<file path="src/rood_pkg.sv">
// ----------------------------------------------------------------------------
// rood_pkg
// Shared constants for the range outlier obstacle detector: group size,
// field widths, status codes, configuration register indexes and reset values.
// ----------------------------------------------------------------------------
package rood_pkg;

    // Number of ranging samples in one group.
    localparam int SAMPLES = 3;

    localparam int DIST_W = 16;
    localparam int IDX_W  = (SAMPLES > 1) ? $clog2(SAMPLES) : 1;
    // Wide enough to hold the count of good samples, SAMPLES included.
    localparam int CNT_W  = $clog2(SAMPLES + 1);
    localparam int SUM_W  = DIST_W + CNT_W;
    localparam int BIT_W  = $clog2(SUM_W);

    localparam int STATUS_W = 3;
    localparam int COUNT_W  = 2;
    localparam int MASK_W   = 3;

    localparam int CFG_IDX_W  = 2;
    localparam int CFG_DATA_W = 16;

    // Result status codes.
    localparam logic [STATUS_W-1:0] ST_INACTIVE    = 3'd0;
    localparam logic [STATUS_W-1:0] ST_ALL_FAILED  = 3'd1;
    localparam logic [STATUS_W-1:0] ST_TOO_FEW     = 3'd2;
    localparam logic [STATUS_W-1:0] ST_CLEAR       = 3'd3;
    localparam logic [STATUS_W-1:0] ST_OBSTRUCTION = 3'd4;

    // Configuration register indexes.
    localparam logic [CFG_IDX_W-1:0] CFG_ENABLE    = 2'd0;
    localparam logic [CFG_IDX_W-1:0] CFG_LOW_LIMIT = 2'd1;
    localparam logic [CFG_IDX_W-1:0] CFG_CRITICAL  = 2'd2;

    // Reset values of the configuration registers.
    localparam logic [DIST_W-1:0] LOW_LIMIT_RST = 16'd10;
    localparam logic [DIST_W-1:0] CRITICAL_RST  = 16'd20;

endpackage

</file>
<file path="src/range_outlier_obstacle_detector_unit.sv">
// ----------------------------------------------------------------------------
// range_outlier_obstacle_detector_unit
// Collects groups of ranging samples, averages the good ones, rejects
// outliers and reports whether the kept samples show an obstruction ahead.
// ----------------------------------------------------------------------------
//
//  Channel   Direction  Beat contents
//  s_axis    in         tdata: distance; tuser: sensor_ok, moving_forward
//  m_axis    out        tdata: kept_count, obstruction_count, mask; tuser: status
//  cfg       in         cfg_index selects enable, low limit or critical distance
//
//  A gated sample is accepted and then loads a result. The last sample of a group starts the
//  evaluation: one pass over the store to sum, one quotient bit per cycle in the divider,
//  one pass to check. The divide and the check are skipped when no sample of the group is good.
//  The block is not ready while it evaluates or while a result waits for the output register.
//  Reset clears the group position and sets enable 0, low limit 10, critical distance 20.
//
module range_outlier_obstacle_detector_unit
(
    input  logic                                clk,
    input  logic                                rst_n,

    input  logic                                s_axis_tvalid,
    output logic                                s_axis_tready,
    input  logic [15:0]                         s_axis_tdata,  // [15:0] distance
    input  logic [1:0]                          s_axis_tuser,  // [0] sensor_ok, [1] moving_forward

    output logic                                m_axis_tvalid,
    input  logic                                m_axis_tready,
    // [1:0] kept_count, [3:2] obstruction_count, [6:4] obstruction_mask, [7] zero
    output logic [7:0]                          m_axis_tdata,
    output logic [rood_pkg::STATUS_W-1:0]       m_axis_tuser,  // [2:0] status

    input  logic                                cfg_valid,
    output logic                                cfg_ready,
    input  logic [rood_pkg::CFG_IDX_W-1:0]      cfg_index,
    input  logic [rood_pkg::CFG_DATA_W-1:0]     cfg_data
);

    typedef enum logic [2:0] {
        IDLE,
        SUM,
        DIV,
        CHECK,
        RESULT
    } state_t;

    state_t                               state_reg, state_next;
    logic [rood_pkg::IDX_W-1:0]           pos_reg, pos_next;
    logic [rood_pkg::IDX_W-1:0]           idx_reg, idx_next;
    logic [rood_pkg::BIT_W-1:0]           bit_reg, bit_next;
    logic [rood_pkg::SUM_W-1:0]           acc_reg, acc_next;
    logic [rood_pkg::CNT_W-1:0]           rem_reg, rem_next;
    logic [rood_pkg::CNT_W-1:0]           cnt_reg, cnt_next;
    logic [rood_pkg::CNT_W-1:0]           kept_reg, kept_next;
    logic [rood_pkg::CNT_W-1:0]           obs_reg, obs_next;
    logic [rood_pkg::MASK_W-1:0]          mask_reg, mask_next;
    logic [rood_pkg::STATUS_W-1:0]        status_reg, status_next;

    logic                                 m_valid_reg, m_valid_next;
    logic [7:0]                           m_data_reg, m_data_next;
    logic [rood_pkg::STATUS_W-1:0]        m_user_reg, m_user_next;

    logic                                 enable_reg;
    logic [rood_pkg::DIST_W-1:0]          low_reg;
    logic [rood_pkg::DIST_W-1:0]          crit_reg;

    logic [rood_pkg::DIST_W-1:0]          store_mem [rood_pkg::SAMPLES];
    logic                                 good_mem  [rood_pkg::SAMPLES];

    logic                                 s_accept;
    logic                                 gated;
    logic                                 last_sample;
    logic                                 last_idx;
    logic [rood_pkg::DIST_W-1:0]          rd_dist_reg;
    logic                                 rd_good_reg;

    logic [rood_pkg::CNT_W:0]             rem_shift;
    logic [rood_pkg::CNT_W+1:0]           trial;
    logic [rood_pkg::DIST_W-1:0]          avg;
    logic [rood_pkg::DIST_W-1:0]          lim;
    logic [rood_pkg::DIST_W-1:0]          diff;
    logic                                 keep;
    logic                                 in_window;
    logic [1:0]                           kept_sat;
    logic [1:0]                           obs_sat;

    assign s_axis_tready = (state_reg == IDLE);
    assign s_accept      = s_axis_tvalid && s_axis_tready;
    assign gated         = !enable_reg || !s_axis_tuser[1];
    assign last_sample   = (32'(pos_reg) == rood_pkg::SAMPLES - 1);
    assign last_idx      = (32'(idx_reg) == rood_pkg::SAMPLES - 1);

    assign cfg_ready     = 1'b1;

    assign m_axis_tvalid = m_valid_reg;
    assign m_axis_tdata  = m_data_reg;
    assign m_axis_tuser  = m_user_reg;

    // Restoring division step: one quotient bit per cycle.
    assign rem_shift = {rem_reg, acc_reg[rood_pkg::SUM_W-1]};
    assign trial     = {1'b0, rem_shift} - (rood_pkg::CNT_W + 2)'(cnt_reg);

    // After the divide, the quotient sits in the accumulator and fits a distance.
    assign avg  = acc_reg[rood_pkg::DIST_W-1:0];
    assign lim  = avg >> 1;
    assign diff = (rd_dist_reg >= avg) ? (rd_dist_reg - avg) : (avg - rd_dist_reg);
    assign keep = rd_good_reg && (diff < lim);
    assign in_window = (rd_dist_reg >= low_reg) && (rd_dist_reg <= crit_reg);

    assign kept_sat = (32'(kept_reg) > 3) ? 2'd3 : kept_reg[1:0];
    assign obs_sat  = (32'(obs_reg) > 3) ? 2'd3 : obs_reg[1:0];

    always_comb
    begin
        state_next   = state_reg;
        pos_next     = pos_reg;
        idx_next     = idx_reg;
        bit_next     = bit_reg;
        acc_next     = acc_reg;
        rem_next     = rem_reg;
        cnt_next     = cnt_reg;
        kept_next    = kept_reg;
        obs_next     = obs_reg;
        mask_next    = mask_reg;
        status_next  = status_reg;
        m_valid_next = m_valid_reg;
        m_data_next  = m_data_reg;
        m_user_next  = m_user_reg;

        if (m_valid_reg && m_axis_tready)
        begin
            m_valid_next = 1'b0;
        end

        unique case (state_reg)
            IDLE:
            begin
                if (s_accept)
                begin
                    if (gated)
                    begin
                        pos_next    = '0;
                        status_next = rood_pkg::ST_INACTIVE;
                        kept_next   = '0;
                        obs_next    = '0;
                        mask_next   = '0;
                        state_next  = RESULT;
                    end
                    else if (last_sample)
                    begin
                        pos_next   = '0;
                        idx_next   = '0;
                        acc_next   = '0;
                        cnt_next   = '0;
                        state_next = SUM;
                    end
                    else
                    begin
                        pos_next = pos_reg + 1'b1;
                    end
                end
            end

            SUM:
            begin
                if (rd_good_reg)
                begin
                    acc_next = acc_reg + rood_pkg::SUM_W'(rd_dist_reg);
                    cnt_next = cnt_reg + 1'b1;
                end
                idx_next = idx_reg + 1'b1;
                if (last_idx)
                begin
                    idx_next = '0;
                    rem_next = '0;
                    bit_next = rood_pkg::BIT_W'(rood_pkg::SUM_W - 1);
                    if (cnt_next == '0)
                    begin
                        status_next = rood_pkg::ST_ALL_FAILED;
                        kept_next   = '0;
                        obs_next    = '0;
                        mask_next   = '0;
                        state_next  = RESULT;
                    end
                    else
                    begin
                        state_next = DIV;
                    end
                end
            end

            DIV:
            begin
                if (!trial[rood_pkg::CNT_W+1])
                begin
                    rem_next = trial[rood_pkg::CNT_W-1:0];
                    acc_next = {acc_reg[rood_pkg::SUM_W-2:0], 1'b1};
                end
                else
                begin
                    rem_next = rem_shift[rood_pkg::CNT_W-1:0];
                    acc_next = {acc_reg[rood_pkg::SUM_W-2:0], 1'b0};
                end
                bit_next = bit_reg - 1'b1;
                if (bit_reg == '0)
                begin
                    kept_next  = '0;
                    obs_next   = '0;
                    mask_next  = '0;
                    state_next = CHECK;
                end
            end

            CHECK:
            begin
                if (keep)
                begin
                    kept_next = kept_reg + 1'b1;
                    if (in_window)
                    begin
                        obs_next  = obs_reg + 1'b1;
                        // Samples past the third shift out of the mask.
                        mask_next = mask_reg | rood_pkg::MASK_W'(8'b1 << idx_reg);
                    end
                end
                idx_next = idx_reg + 1'b1;
                if (last_idx)
                begin
                    idx_next = '0;
                    if (32'(kept_next) < 2)
                    begin
                        status_next = rood_pkg::ST_TOO_FEW;
                    end
                    else if (obs_next == kept_next)
                    begin
                        status_next = rood_pkg::ST_OBSTRUCTION;
                    end
                    else
                    begin
                        status_next = rood_pkg::ST_CLEAR;
                    end
                    state_next = RESULT;
                end
            end

            RESULT:
            begin
                if (!m_valid_reg || m_axis_tready)
                begin
                    m_valid_next = 1'b1;
                    m_user_next  = status_reg;
                    m_data_next  = {1'b0, mask_reg, obs_sat, kept_sat};
                    state_next   = IDLE;
                end
            end

            default:
            begin
                state_next = IDLE;
            end
        endcase
    end

    always_ff @(posedge clk or negedge rst_n)
    begin
        if (!rst_n)
        begin
            state_reg   <= IDLE;
            pos_reg     <= '0;
            idx_reg     <= '0;
            bit_reg     <= '0;
            m_valid_reg <= 1'b0;
            m_data_reg  <= '0;
            m_user_reg  <= '0;
        end
        else
        begin
            state_reg   <= state_next;
            pos_reg     <= pos_next;
            idx_reg     <= idx_next;
            bit_reg     <= bit_next;
            m_valid_reg <= m_valid_next;
            m_data_reg  <= m_data_next;
            m_user_reg  <= m_user_next;
        end
    end

    always_ff @(posedge clk)
    begin
        acc_reg    <= acc_next;
        rem_reg    <= rem_next;
        cnt_reg    <= cnt_next;
        kept_reg   <= kept_next;
        obs_reg    <= obs_next;
        mask_reg   <= mask_next;
        status_reg <= status_next;
    end

    // Sample store: written at the group position on each ungated beat. The read
    // uses the next index, so the registered data lines up with idx_reg.
    always_ff @(posedge clk)
    begin
        if (s_accept && !gated)
        begin
            store_mem[pos_reg] <= s_axis_tdata;
            good_mem[pos_reg]  <= s_axis_tuser[0];
        end
        rd_dist_reg <= store_mem[idx_next];
        rd_good_reg <= good_mem[idx_next];
    end

    always_ff @(posedge clk or negedge rst_n)
    begin
        if (!rst_n)
        begin
            enable_reg <= 1'b0;
            low_reg    <= rood_pkg::LOW_LIMIT_RST;
            crit_reg   <= rood_pkg::CRITICAL_RST;
        end
        else if (cfg_valid && cfg_ready)
        begin
            unique case (cfg_index)
                rood_pkg::CFG_ENABLE:    enable_reg <= cfg_data[0];
                rood_pkg::CFG_LOW_LIMIT: low_reg    <= cfg_data;
                rood_pkg::CFG_CRITICAL:  crit_reg   <= cfg_data;
                default:                 ;
            endcase
        end
    end

`ifndef SYNTHESIS
    a_gated_result: assert property (@(posedge clk) disable iff (!rst_n)
        (s_accept && gated) |=> (state_reg == RESULT && pos_reg == '0))
        else $error("gated beat did not go straight to a result");

    a_pos_range: assert property (@(posedge clk) disable iff (!rst_n)
        32'(pos_reg) < rood_pkg::SAMPLES)
        else $error("group position out of range");

    a_obs_le_kept: assert property (@(posedge clk) disable iff (!rst_n)
        m_axis_tvalid |-> (m_axis_tdata[3:2] <= m_axis_tdata[1:0]))
        else $error("obstruction count exceeds kept count");

    a_status_code: assert property (@(posedge clk) disable iff (!rst_n)
        m_axis_tvalid |-> (m_axis_tuser <= rood_pkg::ST_OBSTRUCTION))
        else $error("result status out of range");
`endif

endmodule

</file>
<file path="config.mk">
export PLATFORM = sky130hd
export DESIGN_NAME = range_outlier_obstacle_detector_unit
export DESIGN_NICKNAME = d
export VERILOG_FILES = /design/src/rood_pkg.sv /design/src/range_outlier_obstacle_detector_unit.sv
export SDC_FILE = /design/constraint.sdc
export NUM_CORES = 1
export LEC_CHECK = 0
export BUFFER_PORTS_ARGS = -buffer_cell sky130_fd_sc_hd__clkbuf_2
export CAP_MARGIN = 20
export CORE_MARGIN = 5
export CORE_UTILIZATION = 60
export CTS_CLUSTER_DIAMETER = 150
export CTS_CLUSTER_SIZE = 10
export DETAILED_ROUTE_END_ITERATION = 12
export HOLD_SLACK_MARGIN = 0.05
export PLACE_DENSITY_LB_ADDON = 0.08
export SLEW_MARGIN = 25
export SYNTH_ARGS = -nofsm -noshare
export SYNTH_HDL_FRONTEND = slang
export SYNTH_SLANG_ARGS = --single-unit
</file>
<file path="constraint.sdc">
create_clock -name clk -period 12 [get_ports clk]
set_input_delay 1.8 -clock clk [delete_from_list [all_inputs] [get_ports clk]]
set_output_delay 1.8 -clock clk [all_outputs]
set_load 0.01 [all_outputs]
</file>
# --- After elaboration in Yosys (flattened, before gate mapping) ---
# Memory sizes are Yosys's and may differ from the RTL's. A register that Yosys moved wholly into a read port is not among the register bits.
# Cells that the tools add are included.
word_totals:
  regBits: 88
  mem_bits_rw: 51
  output_inout_bits: 14
  word_cells: 156
  memories: 2
classes:
  n_addsub: 10
  n_lt_le_gt_ge: 5
  eq_ne: 22
  n_shift: 1
  n_mux: 65
  bitwise: 1
  reduce_logical: 33
memory_table:
  columns: ["name", "depth", "word_bits", "read_ports", "rd_ports_with_merged_regs", "wr", "line", "text"]
  rows:
  - ["store_mem", 3, 16, 1, 1, 1, "range_outlier_obstacle_detector_unit.sv:68", "logic [rood_pkg::DIST_W-1:0] store_mem [rood_pkg::SAMPLES];"]
  - ["good_mem", 3, 1, 1, 1, 1, "range_outlier_obstacle_detector_unit.sv:69", "logic good_mem [rood_pkg::SAMPLES];"]
op_table:
  columns: ["operator", "n"]
  rows:
  - ["2-to-1 mux 18 bit", 4]
  - ["2-to-1 mux 3 bit", 20]
  - ["one-hot mux 18 bit (3 select lines)", 1]
  - ["2-to-1 mux 2 bit", 23]
  - [">= comparator 16 bit", 2]
  - ["subtractor 16 bit", 2]
  - ["adder 18 x 16 -> 18 bit", 1]
  - ["!= test 2 bit (second input constant)", 9]
  - ["AND reduction 6 bit", 3]
  - ["less-or-equal comparator 16 bit", 1]
  - ["less-than comparator 16 x 15 -> 1 bit", 1]
  - ["2-to-1 mux 16 bit", 1]
  - ["one-hot mux 2 bit (4 select lines)", 2]
  - ["one-hot mux 3 bit (5 select lines)", 1]
  - ["one-hot mux 2 bit (2 select lines)", 3]
  - ["one-hot mux 3 bit (4 select lines)", 1]
  - ["AND reduction 2 bit", 6]
  - ["adder 2 x 1 -> 2 bit (second input constant)", 5]
  - ["one-hot mux 5 bit (2 select lines)", 1]
  - ["one-hot mux 3 bit (3 select lines)", 1]
  - ["AND reduction 8 bit", 1]
  - ["== test 2 bit (second input constant)", 3]
  - ["== test 3 x 2 -> 1 bit (second input constant)", 2]
  - ["2-to-1 mux 1 bit", 6]
  - ["24 further kinds", 37]

# --- Depth between registers and ports, before layout ---
# Gate-level depths: netlist of the first run.
logic_depth:
  ltp_word: 11
  ltp_mapped: 25
  depth_no_buf: 23

# --- Worst setup path after synthesis of the first run ---
# No wires, ideal clock.
synth_timing:
  kind: "reg2reg"
  start: "register acc_reg[1] (netlist name)"
  end: "register status_reg[1] (netlist name) (data pin)"
  setup_time_ns: 0.273
  arrival_ns: 4.195
  t_required_ns: 11.727
  path_slack_ns: 7.532
  path_stages_with_launch: 22
  path_buffers: 0
  period_less_slack_ns: 4.468
  path_cell_list: "edfxtp_1 inv_1 fa_1 nand3_1 a31oi_1 o21ai_1 a31oi_1 nor2_2 mux2_1 a31oi_1 o31ai_1 xor2_1 ha_1 a21oi_1 o21ai_0 a211oi_1 a31oi_1 nor3b_1 o211ai_2 or4_1 a21oi_1 a211oi_1"
synth_between:
  elab_chain_len: 11
  elab_cells_between_ends: 16
  classes_between: "add/sub: 2; order compare: 3; eq/ne: 1; mux: 9; reduce/logical: 1"
synth_lines:
  columns: ["item", "line", "text"]
  rows:
  - ["from (decl)", "range_outlier_obstacle_detector_unit.sv:52", "logic [rood_pkg::SUM_W-1:0] acc_reg, acc_next;"]
  - ["from (signal assigned)", "range_outlier_obstacle_detector_unit.sv:291", "acc_reg <= acc_next;"]
  - ["subtractor 16 bit / >= comparator 16 bit (equally long branches)", "range_outlier_obstacle_detector_unit.sv:107", "assign diff = (rd_dist_reg >= avg) ? (rd_dist_reg - avg) : (avg - rd_dist_reg);"]
  - ["2-to-1 mux 16 bit", "range_outlier_obstacle_detector_unit.sv:107", null]
  - ["less-than comparator 16 x 15 -> 1 bit *", "range_outlier_obstacle_detector_unit.sv:108", "assign keep = rd_good_reg && (diff < lim);"]
  - ["logical AND 1 bit *", "range_outlier_obstacle_detector_unit.sv:108", null]
  - ["2-to-1 mux 2 bit", "range_outlier_obstacle_detector_unit.sv:217", "if (keep)"]
  - ["2-to-1 mux 2 bit", "range_outlier_obstacle_detector_unit.sv:136", "unique case (state_reg)"]
  - ["== test 2 bit", "range_outlier_obstacle_detector_unit.sv:235", "else if (obs_next == kept_next)"]
  - ["2-to-1 mux 3 bit", "range_outlier_obstacle_detector_unit.sv:235", null]
  - ["2-to-1 mux 3 bit *", "range_outlier_obstacle_detector_unit.sv:231", "if (32'(kept_next) < 2)"]
  - ["2-to-1 mux 3 bit *", "range_outlier_obstacle_detector_unit.sv:228", "if (last_idx)"]
  - ["one-hot mux 3 bit (3 select lines) *", "range_outlier_obstacle_detector_unit.sv:136", null]
  - ["named net status_next, one bit", "range_outlier_obstacle_detector_unit.sv:58", "logic [rood_pkg::STATUS_W-1:0] status_reg, status_next;"]
  - ["to (signal assigned)", "range_outlier_obstacle_detector_unit.sv:297", "status_reg <= status_next;"]
  - ["to (decl)", "range_outlier_obstacle_detector_unit.sv:58", null]
# The timed path passes the listed nets; every way through them passes the cells marked *. The select of a mux whose other input is x is not followed.
# A chain may end at the register's enable or synchronous reset.

# --- Worst setup path in the final report of the first run ---
# Ends and elaborated chain as after synthesis.

==> results of run 1 <==
==> kinds of logic after synthesis <==
group | count (synthesis) | share of synthesized area
AND/OR/NAND/NOR | 220 | 0.113
AO/OA/AOI/OAI | 209 | 0.139
flip-flops | 156 | 0.447
buffers and inverters | 115 | 0.0531
adder cells (fa/ha/maj) | 100 | 0.134
multiplexers | 68 | 0.0781
XOR/XNOR | 37 | 0.0342
other | 2 | 0.000792
==> routing by layer <==
| metal | GRT usage | up-vias |
|---|---|---|
| li1 | - | 3312 |
| met1 | 0.309 | 3336 |
| met2 | 0.400 | 171 |
| met3 | 0.0405 | 49 |
| met4 | 0.0834 | 0 |
| met5 | 0 | - |
==> Yosys cell counts (7+ instances only) <==
cell	count	area [um2]
clkbuf_1	12	45.0
buf_2	9	45.0
nand3_1	11	55.1
dfrtp_1	52	1300
o21ai_1	16	80.1
nor3_1	15	75.1
a21oi_1	52	260
buf_4	8	60.1
dfxtp_1	17	340
nor2b_1	12	75.1
ha_1	97	1210
a21o_1	11	82.6
mux2_2	43	484
o22ai_1	15	93.8
nor2_1	66	248
a31oi_1	7	43.8
xnor2_1	28	245
o21bai_1	9	67.6
edfxtp_1	83	2490
inv_1	80	300
xor2_1	9	78.8
nand2b_1	7	43.8
mux2i_1	23	230
o21ai_0	45	225
nand2_1	67	251
o21a_1	9	67.6
==> worst min-delay path by stage <==
stage | from | to | slack (ns) | cells after the start
after CTS | good_mem[2]$_DFFE_PP_ | rd_good_reg$_DFF_P_ | 0.45 | 2
after floorplan | store_mem[2][0]$_DFFE_PP_ | rd_dist_reg[0]$_DFF_P_ | 0.42 | 2
after detailed placement | good_mem[2]$_DFFE_PP_ | rd_good_reg$_DFF_P_ | 0.43 | 2
after global routing | store_mem[2][3]$_DFFE_PP_ | rd_dist_reg[3]$_DFF_P_ | 0.49 | 2
final | good_mem[2]$_DFFE_PP_ | rd_good_reg$_DFF_P_ | 0.45 | 2
after global placement | store_mem[2][4]$_DFFE_PP_ | rd_dist_reg[4]$_DFF_P_ | 0.43 | 2
==> layout make-up <==
class                           instances  area [um2]  area share
Clock buffer                           17         425      0.0406
Clock inverter                         15         191      0.0183
Inverter                               80         300      0.0287
Multi-Input combinational cell        636        4760       0.454
Sequential cell                       156        4240       0.404
Tap cell                              216         270      0.0258
Timing Repair Buffer                   57         298      0.0284
==> worst max-delay path, stage by stage (launching register included) <==
cell      delay, ns
edfxtp_1       0.50
inv_1          0.16
fa_1           0.46
nand3_1        0.10
a31oi_1        0.10
o21ai_1        0.17
a31oi_1        0.17
nor2_4         0.50
mux2_1         0.38
a31oi_1        0.23
o31ai_1        0.14
xor2_1         0.17
ha_1           0.31
a21oi_1        0.14
o21ai_0        0.12
a211oi_1       0.25
a31oi_1        0.12
nor3b_1        0.24
o211ai_2       0.29
or4_1          0.54
a21oi_1        0.15
a211oi_1       0.07
==> per-stage QoR <==
step                hold WS (ns)  std cells
global placement           0.433       1145
CTS                        0.449       1177
global route               0.486       1177
detailed placement         0.429       1145
floorplan                  0.418        907
finish                     0.447       1177
==> flow_summary.json, run 1 <==
{
  "syn_inst": 907,
  "dr.first_iter.drc_count": 408,
  "final.min_clock_period_ns": 5.58,
  "first_global_vias": 6966,
  "grt_max_degree": 57,
  "maxSlewHeadroom": 0.307,
  "cp.arrival_ns": 5.73,
  "dp_slack_ns": 6.21,
  "synth_nets": 1048,
  "die_area_um2": 18400,
  "synth-seq-cells": 156,
  "avgRoutedWirePerCell_um": 17.8,
  "met2WireLength_um": 10200,
  "cap_violations": 0,
  "required_ns": 12.15,
  "avgSynthCellArea_um2": 10.5,
  "antenna_found_initial": 0,
  "placed_cell_area_um2": 9860,
  "grt_pass1_wl_um": 34400,
  "worst_pin_slew_ns": 1.04,
  "route.final.wire_length_um": 20900,
  "via_count": 6868,
  "critPathMaxFanout": 23,
  "grtUsageTotal": 0.237,
  "wl_met1_um": 9260,
  "ios": 55,
  "die_h_um": 136,
  "critPathCaptureType": "flop",
  "dr_wl_met3_um": 874,
  "postCtsSetupRepairBufs": 0,
  "drcViolationCount": 0,
  "dr.pass1.iters": 5,
  "setup.worst_path.end": "status_reg[1]$_DFFE_PP_",
  "diodes": 0,
  "setup_slack_ns": 6.42,
  "h-tree-depth": 4,
  "hold_path.class": "flop to flop",
  "reg2reg_to": "status_reg[1]$_DFFE_PP_",
  "cts.sinks": 156,
  "synthArstFlopShare": 0.359,
  "start_util": 0.603,
  "synth_seq_area_share": 0.447,
  "finalHoldViolCount": 0,
  "cts_tree": "built",
  "r2r_slack_ns": 6.42,
  "final_core_util": 0.667,
  "syn_area_um2": 9480,
  "rsz0062_at_grt": "false",
  "numCtsBuffers": 17,
  "outcome": "finished, final reports clean",
  "viasPerCell": 5.84,
  "final_cell_area_um2": 10500,
  "crit_type": "flop to flop",
  "reg2regPathDepth": 21,
  "layout_commonest_cell": "ha_1",
  "clockBufferDepth": 2,
  "cts.clk_slew.worst_paths_ns": 0.07,
  "cts-root-buf": "clkbuf_16",
  "crit_path_start": "acc_reg[1]$_DFFE_PP_",
  "final_nets": 1089,
  "finalSetupViolations": 0,
  "fmax_mhz": 179,
  "core_um2": 15700,
  "fp-row-count": 46,
  "layout_common_cells": "ha_1, edfxtp_1, inv_1, nand2_1, nor2_1",
  "period_share": 0.465,
  "largest_reg_flops": 48,
  "syn2layout_area_growth_pct": 10.5,
  "dp_hpwl_um": 15600,
  "holdBufCountCts": 0,
  "drive_above_1_share": 0.165,
  "reg2reg_from": "acc_reg[1]$_DFFE_PP_",
  "insertion_delay_ns": 0.42,
  "highest_layer": "met4",
  "n_fill_cell": 1202,
  "cts_resized": 0,
  "start_kind": "flop",
  "dieWidth_um": 136,
  "final.setup.tns_ns": 0,
  "io_buffers": 52,
  "ant_nets": 0,
  "yosys.cell_types.count": 75,
  "clock_skew_ns": 0.00859,
  "slew_viol_final": 0,
  "gp_congestion": 0.927,
  "yosysWarnings": 0,
  "synth-edff-count": 83,
  "synth_flop_cell": "edfxtp_1",
  "overflow": 0
}
Power of run 1 is left out: the tool's default activity adds up to more than one toggle a clock period on the data nets, which glitch-free logic cannot reach.
==> run 2: changes to the inputs <==
- clock period: 12 -> 5.4 ns (I/O delays scaled with it)
==> run 2 against run 1 <==
Via count up 1.2%. Critical endpoint unchanged. Worst setup slack worse by 6.2 ns. Sequential share of layout area down 0.79 points. Sequential cell count unchanged. Final area up 2.0%. Highest routed layer unchanged. Maximum frequency up 7.8%. Die area unchanged. Register-to-register slack worse by 6.2 ns. Critical path depth up 2. Non-clock buffer count up 27. Clock-buffer cell count unchanged.
==> flow_summary.json, run 2 (synthesis gave the netlist of run 1 again) <==
{
  "dr.first_iter.drc_count": 434,
  "die_area_um2": 18400,
  "cts_tree": "built",
  "maxSlewHeadroom": 0.363,
  "period_share": 0.958,
  "via_count": 6949,
  "final.min_clock_period_ns": 5.17,
  "grtUsageTotal": 0.244,
  "cts.clk_slew.worst_paths_ns": 0.07,
  "h-tree-depth": 4,
  "required_ns": 5.56,
  "finalHoldViolCount": 0,
  "use_met2": 0.406,
  "finalSetupViolations": 0,
  "outcome": "finished, final reports clean",
  "ant_nets": 0,
  "final.setup.tns_ns": 0,
  "drive_above_1_share": 0.194,
  "cts.sinks": 156,
  "die_h_um": 136,
  "dp_hpwl_um": 16700,
  "worst_pin_slew_ns": 0.953,
  "r2r_slack_ns": 0.23,
  "crit_type": "flop to flop",
  "layout_commonest_cell": "ha_1",
  "first_global_vias": 7065,
  "met3_usage": 0.0498,
  "grt_util_met1": 0.328,
  "viasPerCell": 5.77,
  "layout_common_cells": "ha_1, edfxtp_1, inv_1, nand2_1, nor2_1",
  "start_kind": "flop",
  "dieWidth_um": 136,
  "gp_congestion": 0.914,
  "core_um2": 15700,
  "start_util": 0.603,
  "fp-row-count": 46,
  "dp_slack_ns": 0.176,
  "avgRoutedWirePerCell_um": 18.1,
  "largest_reg_flops": 48,
  "setup_slack_ns": 0.228,
  "drcViolationCount": 0,
  "ios": 55,
  "slew_viol_final": 0,
  "route.final.wire_length_um": 21800,
  "placed_cell_area_um2": 10100,
  "overflow": 0,
  "final_nets": 1116,
  "clockBufferDepth": 2,
  "critPathCaptureType": "flop",
  "dr.pass1.iters": 5,
  "io_buffers": 52,
  "fmax_mhz": 193,
  "cts-root-buf": "clkbuf_16",
  "final_cell_area_um2": 10700,
  "critPathMaxFanout": 8,
  "final_core_util": 0.680,
  "rsz0062_at_grt": "false",
  "grt_max_degree": 57,
  "numCtsBuffers": 17,
  "busiest_layer": "met2",
  "cp.arrival_ns": 5.33,
  "clock_skew_ns": 0.00942,
  "diodes": 0,
  "cap_violations": 0,
  "antenna_found_initial": 0,
  "insertion_delay_ns": 0.43,
  "grt_pass1_wl_um": 35100,
  "hold_path.class": "flop to flop",
  "syn2layout_area_growth_pct": 12.7
}
run 2: changes by cell type in the layout (fill, tap and decap cells not counted), moves of 2 or more:
cell,change
buf_4,+26
clkinv_4,+3
clkinv_8,-2
ha_1,-3
ha_2,+3
run 2: timing repair:
| item | 4_1_cts | 5_1_grt |
|---|---|---|
| buffers inserted | 0 | 1 |
| setup endpoints to repair | 0 | 9 |
| gates resized for setup | 0 | 8 |
| hold buffers | 0 | 0 |
run 2: final timing paths:
check | startpoint | to | cells past startpoint
max | rd_dist_reg[0]$_DFF_P_ | status_reg[1]$_DFFE_PP_ | 23
min | store_mem[2][8]$_DFFE_PP_ | rd_dist_reg[8]$_DFF_P_ | 2
max reg2reg | rd_dist_reg[0]$_DFF_P_ | status_reg[1]$_DFFE_PP_ | 23
min reg2reg | store_mem[2][8]$_DFFE_PP_ | rd_dist_reg[8]$_DFF_P_ | 2
max in group asynchronous | rst_n | bit_reg[3]$_DFFE_PN0P_ | 2
min in group asynchronous | rst_n | crit_reg[10]$_DFFE_PN0P_ | 2
run 2: through the flow:
| step | hold slack, ns | cells |
|---|---|---|
| after floorplan | 0.418 | 907 |
| after global placement | 0.426 | 1171 |
| after detailed placement | 0.438 | 1171 |
| after CTS | 0.450 | 1203 |
| after global routing | 0.471 | 1204 |
| final | 0.449 | 1204 |
run 2: critical path: stages (launching register included):
cell,delay [ns]
dfxtp_1,0.34
inv_1,0.10
ha_1,0.19
inv_1,0.06
fa_1,0.38
nand3_1,0.10
a31oi_1,0.10
o21ai_1,0.21
a31oi_2,0.16
nor2_4,0.18
mux2_1,0.34
a31oi_1,0.26
o31ai_1,0.16
xor2_1,0.16
ha_1,0.30
a21oi_1,0.16
o21ai_0,0.16
a211oi_1,0.25
a31oi_1,0.12
nor3b_1,0.24
o211ai_2,0.23
or4_1,0.51
a21oi_1,0.14
a211oi_1,0.06
run 2: metal layers:
| layer | share of wire | vias to the layer above | wire length (um) |
|---|---|---|---|
| li1 | - | 3368 | - |
| met3 | 0.046 | 30 | 1010 |
| met1 | 0.45 | 3382 | 9870 |
| met2 | 0.49 | 169 | 10600 |
| met4 | 0.014 | 0 | 315 |
| met5 | 0 | - | 0 |
run 2: area by class of cell:
class	instances	area (um2)
well taps	216	270
flip-flops and latches	156	4240
inverters	80	300
fillers	1208	5020
clock buffers	17	425
repair buffers	84	504
clock inverters	15	174
multi-input cells	636	4780
Power of run 2 is left out for the same reason.
